## src/rtl/fcsg_pkg.sv

```systemverilog
// ----------------------------------------------------------------------------
// fcsg_pkg: shared definitions for the filled circle span generator
// Field widths, register indexes, reset values, controller states and the
// command and status records between controller and datapath.
// ----------------------------------------------------------------------------
package fcsg_pkg;

	// Field widths of the command and span channels.
	localparam int COORD_W = 13;
	localparam int RAD_W   = 7;
	localparam int COLOR_W = 32;
	localparam int ROW_W   = 12;
	localparam int MASK_W  = 4;

	// Configuration port.
	localparam int CFG_W     = 13;
	localparam int CFG_IDX_W = 1;
	localparam logic [CFG_IDX_W-1:0] REG_SCREEN_WIDTH  = 1'd0;
	localparam logic [CFG_IDX_W-1:0] REG_SCREEN_HEIGHT = 1'd1;
	localparam logic [CFG_W-1:0] DEF_SCREEN_WIDTH  = 13'd640;
	localparam logic [CFG_W-1:0] DEF_SCREEN_HEIGHT = 13'd480;

	// Default limits.
	localparam int DEF_MAX_RADIUS = 63;
	localparam int DEF_MAX_DIM    = 4096;
	localparam int RESULT_LIMIT   = 46;

	// Midpoint decision terms.
	localparam int D_INIT = 3;
	localparam int D_DIAG = 10;
	localparam int D_AXIS = 6;

	// Span valid bit positions.
	localparam int V_NARROW_TOP = 0;
	localparam int V_NARROW_BOT = 1;
	localparam int V_WIDE_TOP   = 2;
	localparam int V_WIDE_BOT   = 3;

	typedef enum logic [0:0] {
		ST_IDLE,
		ST_RUN
	} state_t;

	// Controller to datapath.
	typedef struct packed {
		logic load;
		logic step;
	} dp_cmd_t;

	// Datapath to controller.
	typedef struct packed {
		logic rad_neg;
		logic last;
		logic out_valid;
	} dp_sts_t;

	// One result.
	typedef struct packed {
		logic [ROW_W-1:0]   narrow_top_row;
		logic [ROW_W-1:0]   narrow_bottom_row;
		logic [ROW_W-1:0]   narrow_left;
		logic [ROW_W-1:0]   narrow_right;
		logic [ROW_W-1:0]   wide_top_row;
		logic [ROW_W-1:0]   wide_bottom_row;
		logic [ROW_W-1:0]   wide_left;
		logic [ROW_W-1:0]   wide_right;
		logic [MASK_W-1:0]  span_valid;
		logic [COLOR_W-1:0] span_color;
		logic               last_step;
	} span_t;

endpackage

```

## src/rtl/fcsg_cmd_if.sv

```systemverilog
// ----------------------------------------------------------------------------
// fcsg_cmd_if: circle command channel
// Valid/ready channel that carries one circle command per transfer.
// ----------------------------------------------------------------------------
interface fcsg_cmd_if;
	logic                                valid;
	logic                                ready;
	logic signed [fcsg_pkg::COORD_W-1:0] center_x;
	logic signed [fcsg_pkg::COORD_W-1:0] center_y;
	logic signed [fcsg_pkg::RAD_W-1:0]   radius;
	logic [fcsg_pkg::COLOR_W-1:0]        fill_color;

	modport source (output valid, output center_x, output center_y, output radius,
		output fill_color, input ready);
	modport sink (input valid, input center_x, input center_y, input radius,
		input fill_color, output ready);
endinterface

```

## src/rtl/fcsg_span_if.sv

```systemverilog
// ----------------------------------------------------------------------------
// fcsg_span_if: span result channel
// Valid/ready channel that carries the four spans of one iteration.
// ----------------------------------------------------------------------------
interface fcsg_span_if;
	logic                          valid;
	logic                          ready;
	logic [fcsg_pkg::ROW_W-1:0]    narrow_top_row;
	logic [fcsg_pkg::ROW_W-1:0]    narrow_bottom_row;
	logic [fcsg_pkg::ROW_W-1:0]    narrow_left;
	logic [fcsg_pkg::ROW_W-1:0]    narrow_right;
	logic [fcsg_pkg::ROW_W-1:0]    wide_top_row;
	logic [fcsg_pkg::ROW_W-1:0]    wide_bottom_row;
	logic [fcsg_pkg::ROW_W-1:0]    wide_left;
	logic [fcsg_pkg::ROW_W-1:0]    wide_right;
	logic [fcsg_pkg::MASK_W-1:0]   span_valid;
	logic [fcsg_pkg::COLOR_W-1:0]  span_color;
	logic                          last_step;

	modport source (output valid, output narrow_top_row, output narrow_bottom_row,
		output narrow_left, output narrow_right, output wide_top_row,
		output wide_bottom_row, output wide_left, output wide_right,
		output span_valid, output span_color, output last_step, input ready);
	modport sink (input valid, input narrow_top_row, input narrow_bottom_row,
		input narrow_left, input narrow_right, input wide_top_row,
		input wide_bottom_row, input wide_left, input wide_right,
		input span_valid, input span_color, input last_step, output ready);
endinterface

```

## src/rtl/filled_circle_span_generator.sv

```systemverilog
// ----------------------------------------------------------------------------
// filled_circle_span_generator: filled circle span generator
// Runs the midpoint circle loop per command and emits four clipped
// horizontal spans per iteration.
// ----------------------------------------------------------------------------
//  channel  dir  payload                                   handshake
//  cmd      in   center_x, center_y, radius, fill_color    valid/ready
//  span     out  four spans, span_valid, color, last_step  valid/ready
//  cfg      in   cfg_index, cfg_data                       cfg_we strobe
//
//  A command is loaded, then the loop steps once per cycle while the result
//  register is free, giving one result per step; a circle of radius r gives
//  about r/sqrt(2)+1 results, at most 46, set by RESULT_LIMIT.
//  A negative radius is taken and gives no result.
//  Reset clears the sequencer and the result valid flag and sets the screen
//  size to 640 by 480. A stalled result holds the loop; the next command is
//  taken while the final result still waits.
// ----------------------------------------------------------------------------
module filled_circle_span_generator #(
	parameter int MAX_RADIUS = fcsg_pkg::DEF_MAX_RADIUS,
	parameter int MAX_DIM    = fcsg_pkg::DEF_MAX_DIM
) (
	input  logic                           clk,
	input  logic                           arst_n,
	input  logic                           cfg_we,
	input  logic [fcsg_pkg::CFG_IDX_W-1:0] cfg_index,
	input  logic [fcsg_pkg::CFG_W-1:0]     cfg_data,
	fcsg_cmd_if.sink                       cmd,
	fcsg_span_if.source                    span
);

	fcsg_pkg::dp_cmd_t dp_cmd;
	fcsg_pkg::dp_sts_t dp_sts;
	fcsg_pkg::span_t   span_q;

	// Sequencer.
	fcsg_ctrl u_ctrl (
		.clk       (clk),
		.arst_n    (arst_n),
		.in_valid  (cmd.valid),
		.in_ready  (cmd.ready),
		.out_ready (span.ready),
		.sts       (dp_sts),
		.cmd       (dp_cmd)
	);

	// Datapath.
	fcsg_dp #(
		.MAX_RADIUS (MAX_RADIUS),
		.MAX_DIM    (MAX_DIM)
	) u_dp (
		.clk         (clk),
		.arst_n      (arst_n),
		.cfg_we      (cfg_we),
		.cfg_index   (cfg_index),
		.cfg_data    (cfg_data),
		.in_center_x (cmd.center_x),
		.in_center_y (cmd.center_y),
		.in_radius   (cmd.radius),
		.in_color    (cmd.fill_color),
		.cmd         (dp_cmd),
		.sts         (dp_sts),
		.out_ready   (span.ready),
		.out_valid   (span.valid),
		.out_span    (span_q)
	);

	// Result fields onto the span channel.
	assign span.narrow_top_row    = span_q.narrow_top_row;
	assign span.narrow_bottom_row = span_q.narrow_bottom_row;
	assign span.narrow_left       = span_q.narrow_left;
	assign span.narrow_right      = span_q.narrow_right;
	assign span.wide_top_row      = span_q.wide_top_row;
	assign span.wide_bottom_row   = span_q.wide_bottom_row;
	assign span.wide_left         = span_q.wide_left;
	assign span.wide_right        = span_q.wide_right;
	assign span.span_valid        = span_q.span_valid;
	assign span.span_color        = span_q.span_color;
	assign span.last_step         = span_q.last_step;

endmodule

```

## src/rtl/fcsg_ctrl.sv

```systemverilog
// ----------------------------------------------------------------------------
// fcsg_ctrl: command sequencer
// Accepts a command, then steps the datapath once per free output slot
// until the datapath reports the final iteration.
// ----------------------------------------------------------------------------
module fcsg_ctrl (
	input  logic                clk,
	input  logic                arst_n,
	input  logic                in_valid,
	output logic                in_ready,
	input  logic                out_ready,
	input  fcsg_pkg::dp_sts_t   sts,
	output fcsg_pkg::dp_cmd_t   cmd
);

	fcsg_pkg::state_t state_q;
	fcsg_pkg::state_t state_d;

	// State register.
	always_ff @(posedge clk or negedge arst_n) begin
		if (!arst_n) begin
			state_q <= fcsg_pkg::ST_IDLE;
		end else begin
			state_q <= state_d;
		end
	end

	// Next state.
	always_comb begin
		state_d = state_q;
		case (state_q)
			fcsg_pkg::ST_IDLE: begin
				if (in_valid && !sts.rad_neg) begin
					state_d = fcsg_pkg::ST_RUN;
				end
			end
			fcsg_pkg::ST_RUN: begin
				if (cmd.step && sts.last) begin
					state_d = fcsg_pkg::ST_IDLE;
				end
			end
			default: begin
				state_d = fcsg_pkg::ST_IDLE;
			end
		endcase
	end

	// Outputs. A command with a negative radius is taken and dropped.
	always_comb begin
		in_ready = 1'b0;
		cmd      = '0;
		case (state_q)
			fcsg_pkg::ST_IDLE: begin
				in_ready = 1'b1;
				cmd.load = in_valid && !sts.rad_neg;
			end
			fcsg_pkg::ST_RUN: begin
				cmd.step = !sts.out_valid || out_ready;
			end
			default: begin
				in_ready = 1'b0;
			end
		endcase
	end

endmodule

```

## src/rtl/fcsg_dp.sv

```systemverilog
// ----------------------------------------------------------------------------
// fcsg_dp: circle iteration datapath
// Holds the screen size, the midpoint decision state of the current circle,
// the span clipping logic and the result register.
// ----------------------------------------------------------------------------
module fcsg_dp #(
	parameter int MAX_RADIUS = fcsg_pkg::DEF_MAX_RADIUS,
	parameter int MAX_DIM    = fcsg_pkg::DEF_MAX_DIM
) (
	input  logic                                clk,
	input  logic                                arst_n,
	input  logic                                cfg_we,
	input  logic [fcsg_pkg::CFG_IDX_W-1:0]      cfg_index,
	input  logic [fcsg_pkg::CFG_W-1:0]          cfg_data,
	input  logic signed [fcsg_pkg::COORD_W-1:0] in_center_x,
	input  logic signed [fcsg_pkg::COORD_W-1:0] in_center_y,
	input  logic signed [fcsg_pkg::RAD_W-1:0]   in_radius,
	input  logic [fcsg_pkg::COLOR_W-1:0]        in_color,
	input  fcsg_pkg::dp_cmd_t                   cmd,
	output fcsg_pkg::dp_sts_t                   sts,
	input  logic                                out_ready,
	output logic                                out_valid,
	output fcsg_pkg::span_t                     out_span
);

	localparam int ROW_W = fcsg_pkg::ROW_W;
	localparam int XW    = $clog2(MAX_RADIUS + 2);
	localparam int PW    = XW + 1;
	localparam int DW    = XW + 4;
	localparam int DIMW  = $clog2(MAX_DIM) + 1;
	localparam int CW    = ((fcsg_pkg::COORD_W > DIMW) ? fcsg_pkg::COORD_W : DIMW) + 2;
	localparam int SW    = ((fcsg_pkg::RAD_W > PW) ? fcsg_pkg::RAD_W : PW) + 1;
	localparam int NW    = $clog2(fcsg_pkg::RESULT_LIMIT + 1);
	localparam logic [CW-1:0] DIM_C  = CW'(MAX_DIM);
	localparam logic signed [SW-1:0] MAXR_C = SW'(MAX_RADIUS);
	localparam logic [NW-1:0] LIMIT_C = NW'(fcsg_pkg::RESULT_LIMIT);

	typedef struct packed {
		logic             ok;
		logic [ROW_W-1:0] l;
		logic [ROW_W-1:0] r;
	} clip_t;

	// Clip columns a..b to 0..w-1.
	function automatic clip_t clip_cols(input logic signed [CW-1:0] a,
			input logic signed [CW-1:0] b, input logic signed [CW-1:0] w);
		clip_t c;
		logic signed [CW-1:0] lo;
		logic signed [CW-1:0] hi;
		c  = '0;
		lo = (a < 0) ? '0 : a;
		hi = (b > w - CW'(1)) ? w - CW'(1) : b;
		if (!(b < 0 || a >= w)) begin
			c.ok = 1'b1;
			c.l  = lo[ROW_W-1:0];
			c.r  = hi[ROW_W-1:0];
		end
		return c;
	endfunction

	// Row check; returns the valid flag above the row.
	function automatic logic [ROW_W:0] row_chk(input logic signed [CW-1:0] row,
			input logic cols, input logic signed [CW-1:0] h);
		logic [ROW_W:0] res;
		res = '0;
		if (cols && row >= 0 && row < h) begin
			res = {1'b1, row[ROW_W-1:0]};
		end
		return res;
	endfunction

	logic [fcsg_pkg::CFG_W-1:0]          width_q;
	logic [fcsg_pkg::CFG_W-1:0]          height_q;
	logic signed [fcsg_pkg::COORD_W-1:0] cx_q;
	logic signed [fcsg_pkg::COORD_W-1:0] cy_q;
	logic [fcsg_pkg::COLOR_W-1:0]        color_q;
	logic signed [PW-1:0]                x_q;
	logic signed [PW-1:0]                y_q;
	logic signed [DW-1:0]                d_q;
	logic [NW-1:0]                       n_q;
	logic                                out_valid_q;
	fcsg_pkg::span_t                     out_q;

	logic [CW-1:0]        w_ext, h_ext;
	logic signed [CW-1:0] w_s, h_s;
	logic signed [CW-1:0] xe, ye, cxe, cye;
	clip_t                nclip, wclip;
	logic [ROW_W:0]       nt, nb, wt, wb;
	logic signed [SW-1:0] r_ext, r_sat;
	logic signed [PW-1:0] y0;
	logic signed [DW-1:0] d0;
	logic signed [PW-1:0] x1, y1;
	logic signed [DW-1:0] d1;
	logic [NW-1:0]        n1;
	logic                 last;

	// Screen size registers.
	always_ff @(posedge clk or negedge arst_n) begin
		if (!arst_n) begin
			width_q  <= fcsg_pkg::DEF_SCREEN_WIDTH;
			height_q <= fcsg_pkg::DEF_SCREEN_HEIGHT;
		end else if (cfg_we) begin
			case (cfg_index)
				fcsg_pkg::REG_SCREEN_WIDTH:  width_q  <= cfg_data;
				fcsg_pkg::REG_SCREEN_HEIGHT: height_q <= cfg_data;
				default: ;
			endcase
		end
	end

	// Screen size saturated to the largest supported dimension.
	always_comb begin
		w_ext = CW'(width_q);
		h_ext = CW'(height_q);
		w_s   = (w_ext > DIM_C) ? DIM_C : w_ext;
		h_s   = (h_ext > DIM_C) ? DIM_C : h_ext;
	end

	// Initial decision state from the command radius.
	always_comb begin
		r_ext = SW'(in_radius);
		r_sat = (r_ext > MAXR_C) ? MAXR_C : r_ext;
		y0    = PW'(r_sat);
		d0    = DW'(fcsg_pkg::D_INIT) - (DW'(y0) <<< 1);
	end

	// Span endpoints and clipping for the current iteration.
	always_comb begin
		xe    = CW'(x_q);
		ye    = CW'(y_q);
		cxe   = CW'(cx_q);
		cye   = CW'(cy_q);
		nclip = clip_cols(cxe - xe, cxe + xe, w_s);
		wclip = clip_cols(cxe - ye, cxe + ye, w_s);
		nt    = row_chk(cye - ye, nclip.ok, h_s);
		nb    = row_chk(cye + ye, nclip.ok, h_s);
		wt    = row_chk(cye - xe, wclip.ok, h_s);
		wb    = row_chk(cye + xe, wclip.ok, h_s);
	end

	// Midpoint update and end-of-circle test.
	always_comb begin
		x1 = x_q + PW'(1);
		if (d_q > 0) begin
			y1 = y_q - PW'(1);
			d1 = d_q + ((DW'(x1) - DW'(y1)) <<< 2) + DW'(fcsg_pkg::D_DIAG);
		end else begin
			y1 = y_q;
			d1 = d_q + (DW'(x1) <<< 2) + DW'(fcsg_pkg::D_AXIS);
		end
		n1   = n_q + NW'(1);
		last = (y1 < x1) || (n1 >= LIMIT_C);
	end

	// Iteration registers.
	always_ff @(posedge clk) begin
		if (cmd.load) begin
			cx_q    <= in_center_x;
			cy_q    <= in_center_y;
			color_q <= in_color;
			x_q     <= '0;
			y_q     <= y0;
			d_q     <= d0;
			n_q     <= '0;
		end else if (cmd.step) begin
			x_q <= x1;
			y_q <= y1;
			d_q <= d1;
			n_q <= n1;
		end
	end

	// Result register.
	always_ff @(posedge clk) begin
		if (cmd.step) begin
			out_q.narrow_top_row    <= nt[ROW_W-1:0];
			out_q.narrow_bottom_row <= nb[ROW_W-1:0];
			out_q.narrow_left       <= nclip.l;
			out_q.narrow_right      <= nclip.r;
			out_q.wide_top_row      <= wt[ROW_W-1:0];
			out_q.wide_bottom_row   <= wb[ROW_W-1:0];
			out_q.wide_left         <= wclip.l;
			out_q.wide_right        <= wclip.r;
			out_q.span_valid        <= {wb[ROW_W], wt[ROW_W], nb[ROW_W], nt[ROW_W]};
			out_q.span_color        <= color_q;
			out_q.last_step         <= last;
		end
	end

	// Result valid flag.
	always_ff @(posedge clk or negedge arst_n) begin
		if (!arst_n) begin
			out_valid_q <= 1'b0;
		end else if (cmd.step) begin
			out_valid_q <= 1'b1;
		end else if (out_ready) begin
			out_valid_q <= 1'b0;
		end
	end

	assign sts.rad_neg   = in_radius[fcsg_pkg::RAD_W-1];
	assign sts.last      = last;
	assign sts.out_valid = out_valid_q;
	assign out_valid     = out_valid_q;
	assign out_span      = out_q;

`ifndef SYNTHESIS
	// Every step runs inside the loop condition.
	a_step_in_loop: assert property (@(posedge clk) disable iff (!arst_n)
		cmd.step |-> (y_q >= x_q))
		else $error("step issued after the circle finished");

	// A step never overwrites a result that is still waiting.
	a_no_overwrite: assert property (@(posedge clk) disable iff (!arst_n)
		cmd.step |-> (!out_valid_q || out_ready))
		else $error("pending result overwritten");

	// A valid narrow span has ordered columns.
	a_narrow_order: assert property (@(posedge clk) disable iff (!arst_n)
		(out_valid_q && out_q.span_valid[fcsg_pkg::V_NARROW_TOP])
			|-> (out_q.narrow_left <= out_q.narrow_right))
		else $error("narrow span columns out of order");

	// An invalid wide top span reports row zero.
	a_wide_row_zero: assert property (@(posedge clk) disable iff (!arst_n)
		(out_valid_q && !out_q.span_valid[fcsg_pkg::V_WIDE_TOP])
			|-> (out_q.wide_top_row == '0))
		else $error("invalid span with nonzero row");
`endif

endmodule

```

## src/flat_wrapper.sv

```systemverilog
// flat-port wrapper written by rule: the top's interface ports become plain ports
module filled_circle_span_generator_flat 
#(
	parameter int MAX_RADIUS = fcsg_pkg::DEF_MAX_RADIUS,
	parameter int MAX_DIM    = fcsg_pkg::DEF_MAX_DIM
)
  (clk, arst_n, cfg_we, cfg_index, cfg_data, cmd_valid, cmd_center_x, cmd_center_y, cmd_radius, cmd_fill_color, cmd_ready, span_valid, span_narrow_top_row, span_narrow_bottom_row, span_narrow_left, span_narrow_right, span_wide_top_row, span_wide_bottom_row, span_wide_left, span_wide_right, span_span_valid, span_span_color, span_last_step, span_ready);
  fcsg_cmd_if cmd_i ();
  fcsg_span_if span_i ();
  input  logic clk;
  input  logic arst_n;
  input  logic cfg_we;
  input  logic [fcsg_pkg::CFG_IDX_W-1:0] cfg_index;
  input  logic [fcsg_pkg::CFG_W-1:0] cfg_data;
  input wire logic [$bits(cmd_i.valid)-1:0] cmd_valid;
  input wire logic [$bits(cmd_i.center_x)-1:0] cmd_center_x;
  input wire logic [$bits(cmd_i.center_y)-1:0] cmd_center_y;
  input wire logic [$bits(cmd_i.radius)-1:0] cmd_radius;
  input wire logic [$bits(cmd_i.fill_color)-1:0] cmd_fill_color;
  output wire logic [$bits(cmd_i.ready)-1:0] cmd_ready;
  output wire logic [$bits(span_i.valid)-1:0] span_valid;
  output wire logic [$bits(span_i.narrow_top_row)-1:0] span_narrow_top_row;
  output wire logic [$bits(span_i.narrow_bottom_row)-1:0] span_narrow_bottom_row;
  output wire logic [$bits(span_i.narrow_left)-1:0] span_narrow_left;
  output wire logic [$bits(span_i.narrow_right)-1:0] span_narrow_right;
  output wire logic [$bits(span_i.wide_top_row)-1:0] span_wide_top_row;
  output wire logic [$bits(span_i.wide_bottom_row)-1:0] span_wide_bottom_row;
  output wire logic [$bits(span_i.wide_left)-1:0] span_wide_left;
  output wire logic [$bits(span_i.wide_right)-1:0] span_wide_right;
  output wire logic [$bits(span_i.span_valid)-1:0] span_span_valid;
  output wire logic [$bits(span_i.span_color)-1:0] span_span_color;
  output wire logic [$bits(span_i.last_step)-1:0] span_last_step;
  input wire logic [$bits(span_i.ready)-1:0] span_ready;
  assign cmd_i.valid = cmd_valid;
  assign cmd_i.center_x = cmd_center_x;
  assign cmd_i.center_y = cmd_center_y;
  assign cmd_i.radius = cmd_radius;
  assign cmd_i.fill_color = cmd_fill_color;
  assign cmd_ready = cmd_i.ready;
  assign span_valid = span_i.valid;
  assign span_narrow_top_row = span_i.narrow_top_row;
  assign span_narrow_bottom_row = span_i.narrow_bottom_row;
  assign span_narrow_left = span_i.narrow_left;
  assign span_narrow_right = span_i.narrow_right;
  assign span_wide_top_row = span_i.wide_top_row;
  assign span_wide_bottom_row = span_i.wide_bottom_row;
  assign span_wide_left = span_i.wide_left;
  assign span_wide_right = span_i.wide_right;
  assign span_span_valid = span_i.span_valid;
  assign span_span_color = span_i.span_color;
  assign span_last_step = span_i.last_step;
  assign span_i.ready = span_ready;
  filled_circle_span_generator #(.MAX_RADIUS(MAX_RADIUS), .MAX_DIM(MAX_DIM)) u_core (.clk(clk), .arst_n(arst_n), .cfg_we(cfg_we), .cfg_index(cfg_index), .cfg_data(cfg_data), .cmd(cmd_i), .span(span_i));
endmodule
```

## config.mk

```make
export PLATFORM = sky130hd
export DESIGN_NAME = filled_circle_span_generator_flat
export DESIGN_NICKNAME = d
export VERILOG_FILES = /design/src/rtl/fcsg_pkg.sv /design/src/rtl/fcsg_cmd_if.sv /design/src/rtl/fcsg_span_if.sv /design/src/rtl/filled_circle_span_generator.sv /design/src/rtl/fcsg_ctrl.sv /design/src/rtl/fcsg_dp.sv /design/src/flat_wrapper.sv
export SDC_FILE = /design/constraint.sdc
export NUM_CORES = 1
export LEC_CHECK = 0
export BUFFER_PORTS_ARGS = -buffer_cell sky130_fd_sc_hd__clkbuf_2
export CAP_MARGIN = 25
export CORE_MARGIN = 5
export CORE_UTILIZATION = 54
export CTS_CLUSTER_SIZE = 20
export DETAILED_ROUTE_END_ITERATION = 12
export PLACE_DENSITY = 0.85
export SETUP_SLACK_MARGIN = 0.2
export SLEW_MARGIN = 20
export SYNTH_ARGS = -nofsm -noshare
export SYNTH_HDL_FRONTEND = slang
export SYNTH_HIERARCHICAL = 1
export SYNTH_SLANG_ARGS = --single-unit
```

## constraint.sdc

```tcl
create_clock -name clk -period 7.3 [get_ports clk]
set_input_delay 0.365 -clock clk [delete_from_list [all_inputs] [get_ports clk]]
set_output_delay 0.365 -clock clk [all_outputs]
set_load 0.005 [all_outputs]
```

==> results.json, run 1 <==
{
  "synth_top_area_frac": 0.335,
  "vias": 15500,
  "netlist_top_cells_area": "edfxtp_1 34%, ha_1 17%, xnor2_1 4.4%",
  "routedWlPerCell_um": 21.5,
  "nets": 2405,
  "skew_ns": 0.0373,
  "worst_slew_pin_slew_ns": 1.04,
  "rsz0062_at_grt": "no",
  "route.detailed.drc": 0,
  "end_kind": "register",
  "slew_headroom": 0.301,
  "dp_hpwl_mm": 41.1,
  "grt_start_max_net_pins": 83,
  "die_w_um": 196,
  "fmax_mhz": 168,
  "antennaDiodeCount": 0,
  "dieArea_um2": 38500,
  "mostFrequentLayoutCell": "ha_1",
  "leakage_nw": 9.41,
  "root_buffer": "clkbuf_16",
  "synth_nets": 2144,
  "yosysWarnings": 6,
  "ir_drop_uv": 605,
  "globalplace.congestion": 1.01,
  "fillers": 2701,
  "netlist_instances": 1800,
  "utilization": 0.637,
  "synthFlopType": "edfxtp_1",
  "ant_nets": 0,
  "maxSlewViolCount": 0,
  "cts-buffers-inserted": 30,
  "most-common-layout-cells": "249 x ha_1, 219 x clkbuf_2, 209 x edfxtp_1",
  "p_per_area_nw_per_um2": 548,
  "seq_area_frac_synth": 0.388,
  "post_drt_via_cell_ratio": 6.08,
  "status": "completed",
  "multiInputGateArea_um2": 10700,
  "grt_antenna_before_repair": 0,
  "port_buffers": 218,
  "cts_resized": 0,
  "drv_cap": 0,
  "cp.required_ns": 7.61,
  "synth_edf_count": 209,
  "period_needed_ns": 5.96,
  "start_util": 0.545,
  "finalCritPeriodShare": 0.817,
  "netlist_area_um2": 18700,
  "register_area_um2": 7260,
  "critPathKind": "register to register",
  "holdBufCountCts": 59,
  "syn_avg_cell_area_um2": 10.4,
  "first_global_vias": 15300,
  "hold_viol": 0,
  "path_clk_slew_ns": 0.07,
  "overflow": 0,
  "hold_class": "primary input to register",
  "drt_iter0_drc": 1340,
  "setup_tns_ns": 0,
  "drt-total-wl_mm": 54.7,
  "startpoint_type": "register",
  "yosys_register_bits": 251,
  "place_area_um2": 20200,
  "synth_cell_type_count": 94,
  "htree_levels": 1,
  "post_cts_buffers": 0,
  "crit_fanout": 27,
  "firstDrtPassIters": 5,
  "cts_sinks": 251,
  "core_um2": 34400,
  "async_flop_share": 0.112,
  "clk_latency_ns": 0.59,
  "grt_pass1_wl_mm": 84.6,
  "fin_area_um2": 21900,
  "rows": 68,
  "grt_use_total": 0.275,
  "drive_above_1_share": 0.176,
  "cts_buffer_depth": 3,
  "ios": 219,
  "arrival_ns": 6.27,
  "yosys.area.top_type": "edfxtp_1",
  "cts_tree": "built",
  "die_y_um": 196,
  "finalSetupViolCount": 0,
  "total_power_mw": 12.0,
  "syn2layout_area_growth_pct": 17.0
}
-- state kept, by name, summed over array words and instances, names as in the netlist --
name                   count
u_core/u_dp/out_span     133
u_core/u_dp/out_valid      1
u_core/u_dp/n_q            6
u_core/u_dp/height_q      13
u_core/u_dp/d_q           10
u_core/u_ctrl/state_q      1
u_core/u_dp/width_q       13
u_core/u_dp/cx_q          13
u_core/u_dp/cy_q          13
u_core/u_dp/y_q            8
u_core/u_dp/x_q            8
u_core/u_dp/color_q       32
-- power by group --
part	internal [mW]	switching, mW
registers	2.34	0.316
logic	3.17	4.53
clock network	1.02	0.630
-- layer usage --
metal | part of all wire | wire, µm | global-route usage
met3 | 0.082 | 4510 | 0.0515
met1 | 0.42 | 23000 | 0.374
met5 | 0 | 0 | 0
met4 | 0.041 | 2230 | 0.103
met2 | 0.46 | 25000 | 0.439
-- cell families after synthesis --
group / count (synthesis) / synth area share
and+or+nand+nor: 482 / 0.139
AOI/OAI and AO/OA: 436 / 0.161
adders and majority gates: 261 / 0.179
xor gates and xnor gates: 120 / 0.0569
DFF: 251 / 0.388
buffers and inverters: 194 / 0.0449
muxes: 56 / 0.0321
-- stage by stage --
step	setup slack, ns	instances	hold slack [ns]
final	1.34	2540	0.0790
after global routing	1.01	2540	0.0637
after CTS	1.53	2538	0.0491
after detailed placement	1.62	2423	0.405
after global placement	1.75	2420	0.401
after floorplan	1.90	1800	0.0694
-- final timing paths --
path,from,end,slack (ns),cells past startpoint
min in group asynchronous,arst_n,u_core/u_dp/width_q[3],0.41,2
hold reg to reg,u_core/u_dp/color_q[26],u_core/u_dp/out_span[27],0.42,0
hold / removal,cfg_data[11],u_core/u_dp/width_q[11],0.08,2
max in group asynchronous,arst_n,u_core/u_dp/height_q[4],6.35,2
setup / recovery,u_core/u_dp/y_q[1],u_core/u_dp/out_span[66],1.34,19
setup reg to reg,u_core/u_dp/y_q[1],u_core/u_dp/out_span[66],1.34,19
-- critical path: stages, from the launching register on --
cell and delay (ns):
edfxtp_1 0.52, inv_1 0.27, ha_1 0.29, nor2b_1 0.13
o21ai_0 0.22, a21boi_0 0.21, o21ai_0 0.40, a211oi_1 0.22
o41ai_1 0.59, xnor2_1 0.17, ha_1 0.32, a2111oi_0 0.10
nand2_1 0.13, a41oi_1 0.06, a2111oi_0 0.47, o31ai_2 0.13
buf_4 0.27, o21ai_1 0.69, buf_4 0.37, nor3b_1 0.09
-- synthesized netlist by cell type, drive strengths merged (19+ instances only) --
cell type / number
a21o: 41
clkbuf: 50
inv: 128
dfrtp: 22
xor2: 25
nor2: 126
nor3: 45
mux2i: 27
mux2: 29
a211oi: 25
a21oi: 104
xnor2: 94
nand3: 23
nor2b: 44
o21bai: 19
o21ai: 75
edfxtp: 209
nor3b: 33
o211ai: 62
ha: 249
o21a: 22
nand2: 85
-- layout make-up --
cell class	count	share of cell area
Clock buffer	32	0.0356
Clock inverter	24	0.0144
Tap cell	455	0.0260
Sequential cell	251	0.332
Inverter	128	0.0219
Timing Repair Buffer	295	0.0837
Multi-Input combinational cell	1355	0.487
(Power assumes the default switching activity.)
==> run 2, diff against run 1 <==
==> constraint.sdc (replaced) <==
create_clock -name clk -period 5.2 [get_ports clk]
set_input_delay 0.26 -clock clk [delete_from_list [all_inputs] [get_ports clk]]
set_output_delay 0.26 -clock clk [all_outputs]
set_load 0.005 [all_outputs]
==> results.json, run 2 (synthesis gave the netlist of run 1 again) <==
{
  "fmax_mhz": 209,
  "cts_buffer_depth": 3,
  "ant_nets": 0,
  "hold_end": "u_core/u_dp/height_q[8]",
  "leakage_nw": 9.63,
  "slowest_stage": "or3b_4",
  "most-common-layout-cells": "249 x ha_1, 219 x clkbuf_2, 209 x edfxtp_1",
  "r2r_cells": 18,
  "nets": 2456,
  "hold_viol": 0,
  "rsz0062_at_grt": "no",
  "die_y_um": 196,
  "clk_latency_ns": 0.55,
  "die_w_um": 196,
  "holdPathStages": 2,
  "total_power_mw": 17.1,
  "end_kind": "register",
  "routedWlPerCell_um": 21.5,
  "path_cells": "buf_4 -> ha_1 -> nor2b_1 -> o21a_1 -> o21ai_0 -> a21oi_1 -> o21ai_0 -> a21oi_1 -> o21ai_0 -> and3_1 -> nor2_1 -> ha_1 -> o21a_1 -> o211ai_1 -> nor2_1 -> a2111oi_4 -> or3b_4 -> nor3b_1",
  "rows": 68,
  "first_global_vias": 15500,
  "vias": 15600,
  "htree_levels": 1,
  "overflow": 0,
  "startpoint_type": "register",
  "syn2layout_area_growth_pct": 19.2,
  "cp_num_buf_inv": 1,
  "r2r_setup_slack_ns": 0.41,
  "antennaDiodeCount": 0,
  "start_util": 0.545,
  "drv_cap": 0,
  "critPathKind": "register to register",
  "dp_hpwl_mm": 42.1,
  "slew_headroom": 0.380,
  "ios": 219,
  "dieArea_um2": 38500,
  "firstDrtPassIters": 5,
  "status": "completed",
  "maxSlewViolCount": 0,
  "grt_antenna_before_repair": 0,
  "root_buffer": "clkbuf_16",
  "drt-total-wl_mm": 55.7,
  "hp-start": "cfg_data[8]",
  "grt_start_max_net_pins": 150,
  "cts-buffers-inserted": 28,
  "crit_family": "compound AO/OA/AOI/OAI gates",
  "largest_reg_flops": 133,
  "skew_ns": 0.00934,
  "arrival_ns": 5.15,
  "core_um2": 34400,
  "cts_sinks": 251,
  "grt_pass1_wl_mm": 85.1,
  "drive_above_1_share": 0.197,
  "worst_slack_ns": 0.411,
  "period_needed_ns": 4.79,
  "cp_slowest_stage_delay_ns": 0.50,
  "mostFrequentLayoutCell": "ha_1",
  "finalSetupViolCount": 0,
  "cpMostUsedCell": "o21ai_0",
  "cts_tree": "built",
  "port_buffers": 218,
  "grt_use_total": 0.277,
  "route.detailed.drc": 0,
  "crit_fanout": 8,
  "rr_startpoint": "u_core/u_dp/cx_q[1]",
  "cp.required_ns": 5.56,
  "p_per_area_nw_per_um2": 766,
  "register_area_um2": 7260,
  "utilization": 0.649,
  "ir_drop_uv": 1170,
  "post_drt_via_cell_ratio": 6.04,
  "setup_tns_ns": 0,
  "rr_endpoint": "u_core/u_dp/out_span[101]",
  "hold_class": "primary input to register",
  "pre_cts_ws_ns": -0.142,
  "worst_slew_pin_slew_ns": 0.930,
  "path_clk_slew_ns": 0.06,
  "multiInputGateArea_um2": 10800,
  "finalCritPeriodShare": 0.921,
  "fillers": 2643,
  "hold_slack_ns": 0.0333,
  "drt_iter0_drc": 1316,
  "globalplace.congestion": 0.957
}
[run 2: area by class of cell]
| cell class | instances | share of cell area |
|---|---|---|
| clock buffers | 40 | 0.0371 |
| flip-flops and latches | 251 | 0.326 |
| multi-input cells | 1355 | 0.483 |
| inverters | 128 | 0.0215 |
| clock inverters | 12 | 0.00527 |
| well taps | 455 | 0.0255 |
| repair buffers | 348 | 0.102 |
[run 2: layer usage]
metal	vias to the layer above	share of wire	GRT usage
met5	-	0	0
met4	0	0.036	0.0897
met3	127	0.078	0.0371
met2	686	0.47	0.462
met1	7524	0.42	0.376
li1	7288	-	-
[run 2: worst max-delay path by stage]
stage	startpoint	to	cells after the start	slack (ns)
floorplan	u_core/u_dp/cx_q[1]	u_core/u_dp/out_span[116]	19	0.45
detailed placement	u_core/u_dp/cx_q[0]	u_core/u_dp/out_span[58]	22	-0.14
global route	u_core/u_dp/cx_q[0]	u_core/u_dp/out_span[104]	19	0.17
global placement	u_core/u_dp/cx_q[0]	u_core/u_dp/out_span[72]	20	0.20
finish	u_core/u_dp/cx_q[1]	u_core/u_dp/out_span[101]	18	0.41
CTS	u_core/u_dp/cx_q[1]	u_core/u_dp/out_span[54]	17	0.21
[run 2: power by group]
| part | total (mW) | switching, mW | internal (mW) |
|---|---|---|---|
| combinational | 11.4 | 6.57 | 4.82 |
| clock | 2.03 | 0.827 | 1.20 |
| sequential | 3.67 | 0.385 | 3.28 |
| total | 17.1 | 7.78 | 9.31 |
[run 2: through the flow]
step           instance area, µm²  cells
5_1_grt                     22300   2589
4_1_cts                     22200   2582
2_1_floorplan               18700   1800
3_3_place_gp                20500   2462
3_5_place_dp                20500   2464
6_report                    22300   2589
[run 2: repair_timing]
| item | in CTS | in global routing |
|---|---|---|
| hold buffers | 66 | 1 |
| pin swaps | 0 | 7 |
| setup endpoints to repair | 55 | 100 |
| hold endpoints to repair | 90 | 1 |
| buffers inserted | 0 | 5 |
| resized for setup | 7 | 21 |
==> run 3, diff against run 2 <==
--- a/config.mk
+++ b/config.mk
@@ -7,7 +7,7 @@
 export LEC_CHECK = 0
 export BUFFER_PORTS_ARGS = -buffer_cell sky130_fd_sc_hd__clkbuf_2
 export CAP_MARGIN = 25
-export CORE_MARGIN = 5
+export CORE_MARGIN = 4
 export CORE_UTILIZATION = 54
 export CTS_CLUSTER_SIZE = 20
 export DETAILED_ROUTE_END_ITERATION = 12
==> results.json, run 3 (synthesis gave the netlist of run 1 again) <==
{
  "r2r_cells": 22,
  "finalCritPeriodShare": 0.934,
  "path_clk_slew_ns": 0.06,
  "vias": 15800,
  "pre_cts_ws_ns": 0.0445,
  "p_comb_frac": 0.658,
  "power_switching_mw": 7.78,
  "slew_headroom": 0.328,
  "dieArea_um2": 37700,
  "port_buffers": 218,
  "antennaDiodeCount": 0,
  "crit_fanout": 13,
  "post_drt_via_cell_ratio": 6.12,
  "syn2layout_area_growth_pct": 19.3,
  "drv_cap": 0,
  "core_um2": 33900,
  "grt_antenna_before_repair": 0,
  "cts-buffers-inserted": 29,
  "first_global_vias": 15600,
  "mostFrequentLayoutCell": "ha_1",
  "skew_ns": 0.0179,
  "largest_reg_flops": 133,
  "rr_startpoint": "u_core/u_dp/cx_q[0]",
  "dr_wl_met2_mm": 26.1,
  "setup_tns_ns": 0,
  "critPathKind": "register to register",
  "period_needed_ns": 4.86,
  "dr.max_layer_used": "met4",
  "overflow": 0,
  "slowest_stage": "a2111oi_2",
  "dr_wl_met3_mm": 4.33,
  "worst_slack_ns": 0.342,
  "seqPwrFrac": 0.215,
  "hold_slack_ns": 0.0400,
  "ir_drop_uv": 1550,
  "rr_endpoint": "u_core/u_dp/out_span[69]",
  "maxSlewViolCount": 0,
  "grt_pass1_wl_mm": 86.9,
  "fillers": 2581,
  "clk_latency_ns": 0.56,
  "holdPathStages": 3,
  "finalSetupViolCount": 0,
  "htree_levels": 1,
  "fmax_mhz": 206,
  "dp_hpwl_mm": 40.9,
  "hold_viol": 0,
  "drive_above_1_share": 0.197,
  "ant_nets": 0,
  "leakage_nw": 9.64,
  "hold_class": "primary input to register",
  "start_util": 0.553,
  "route.detailed.drc": 0,
  "rows": 67,
  "cts_sinks": 251,
  "utilization": 0.659,
  "die_y_um": 194,
  "drt-total-wl_mm": 55.8,
  "intPower_mw": 9.29,
  "most-common-layout-cells": "248 x ha_1, 218 x clkbuf_2, 209 x edfxtp_1",
  "worst_slew_pin_slew_ns": 0.998,
  "ios": 219,
  "p_per_area_nw_per_um2": 765,
  "arrival_ns": 5.14,
  "clkPwrFrac": 0.127,
  "routedWlPerCell_um": 21.7,
  "end_kind": "register",
  "cts_buffer_depth": 3,
  "die_w_um": 194,
  "drt_iter0_drc": 1505,
  "stdcell_count": 2578,
  "root_buffer": "clkbuf_16",
  "dp_cells": 2450,
  "nets": 2451,
  "firstDrtPassIters": 5,
  "wl_met1_mm": 23.5,
  "hp-start": "cmd_valid",
  "cp_slowest_stage_delay_ns": 0.47,
  "status": "completed",
  "grt_start_max_net_pins": 141,
  "grt_use_total": 0.285,
  "cts_tree": "built",
  "path_cells": "inv_1 -> ha_1 -> inv_1 -> fa_1 -> a21o_1 -> a21oi_1 -> o21bai_1 -> a21oi_2 -> o21bai_1 -> a211oi_2 -> nor2_1 -> o41ai_2 -> xnor2_1 -> ha_1 -> a2111oi_1 -> nand2_1 -> a41oi_1 -> a2111oi_2 -> o31ai_4 -> o21ai_1 -> buf_4 -> nor3b_1",
  "swShare": 0.456,
  "rsz0062_at_grt": "no",
  "startpoint_type": "register",
  "register_area_um2": 7270,
  "cp.required_ns": 5.48,
  "globalplace.congestion": 0.998,
  "hold_end": "u_core/u_ctrl/state_q",
  "multiInputGateArea_um2": 10800,
  "r2r_setup_slack_ns": 0.34
}
-- run 3: changes by cell type in the layout (fill, tap and decap cells not counted), moves of 2 or more --
cell,delta
dfxtp_2,+2
dlygate4sd3_1,+4
nor4bb_1,-2
a21oi_1,+2
buf_4,-7
clkbuf_16,+5
dfxtp_1,-2
clkbuf_1,+2
a21oi_2,-2
clkinv_1,-3
clkbuf_8,-4
nor4bb_2,+2
-- run 3: critical path: cells and delay by family (launching register included) --
family | cells | cell delay [ns]
xor gates and xnor gates | 1 | 0.16
and+or+nand+nor | 3 | 0.34
DFF | 1 | 0.42
AOI/OAI and AO/OA | 12 | 2.41
buffers and inverters | 3 | 0.44
adders and majority gates | 3 | 0.79
-- run 3: metal layers --
layer / vias to the layer above / GRT usage
li1: 7294 / -
met1: 7619 / 0.389
met2: 726 / 0.468
met3: 130 / 0.0415
met4: 0 / 0.0951
met5: - / 0
-- run 3: worst max-delay path by stage --
stage	depth (start not counted)	start	to
finish	22	u_core/u_dp/cx_q[0]	u_core/u_dp/out_span[69]
global route	22	u_core/u_dp/cx_q[0]	u_core/u_dp/out_span[45]
CTS	20	u_core/u_dp/cx_q[0]	u_core/u_dp/out_span[55]
global placement	18	u_core/u_dp/cx_q[1]	u_core/u_dp/out_span[104]
floorplan	19	u_core/u_dp/cx_q[1]	u_core/u_dp/out_span[116]
detailed placement	18	u_core/u_dp/cx_q[1]	u_core/u_dp/out_span[101]
-- run 3: layout make-up --
class / count / area share
clock buffer: 43 / 0.0405
clock inverter: 11 / 0.00544
multi-input combinational: 1355 / 0.482
sequential: 251 / 0.325
inverter: 128 / 0.0215
tap: 448 / 0.0251
timing repair buffer: 342 / 0.0996
-- run 3: power groups by stage --
stage	registers, mW	logic, mW	clock network, mW
2_1_floorplan	3.69	7.65	0
3_3_place_gp	3.68	10.2	0
3_5_place_dp	3.69	10.7	0
4_1_cts	3.66	10.9	2.20
5_1_grt	3.73	12.3	2.30
6_report	3.67	11.2	2.16
-- run 3: per-stage QoR --
stage	power, mW	cell area (µm²)
after floorplan	11.3	18700
after global placement	13.9	20500
after detailed placement	14.3	20500
after CTS	16.7	22200
after global routing	18.3	22300
final	17.1	22300
-- run 3: what timing repair did --
action	in CTS	in global routing
buffers inserted	3	0
resized for setup	2	25
endpoints found under the hold margin	103	0
setup endpoints to repair	54	100
hold buffers	71	0
pin swaps	0	4
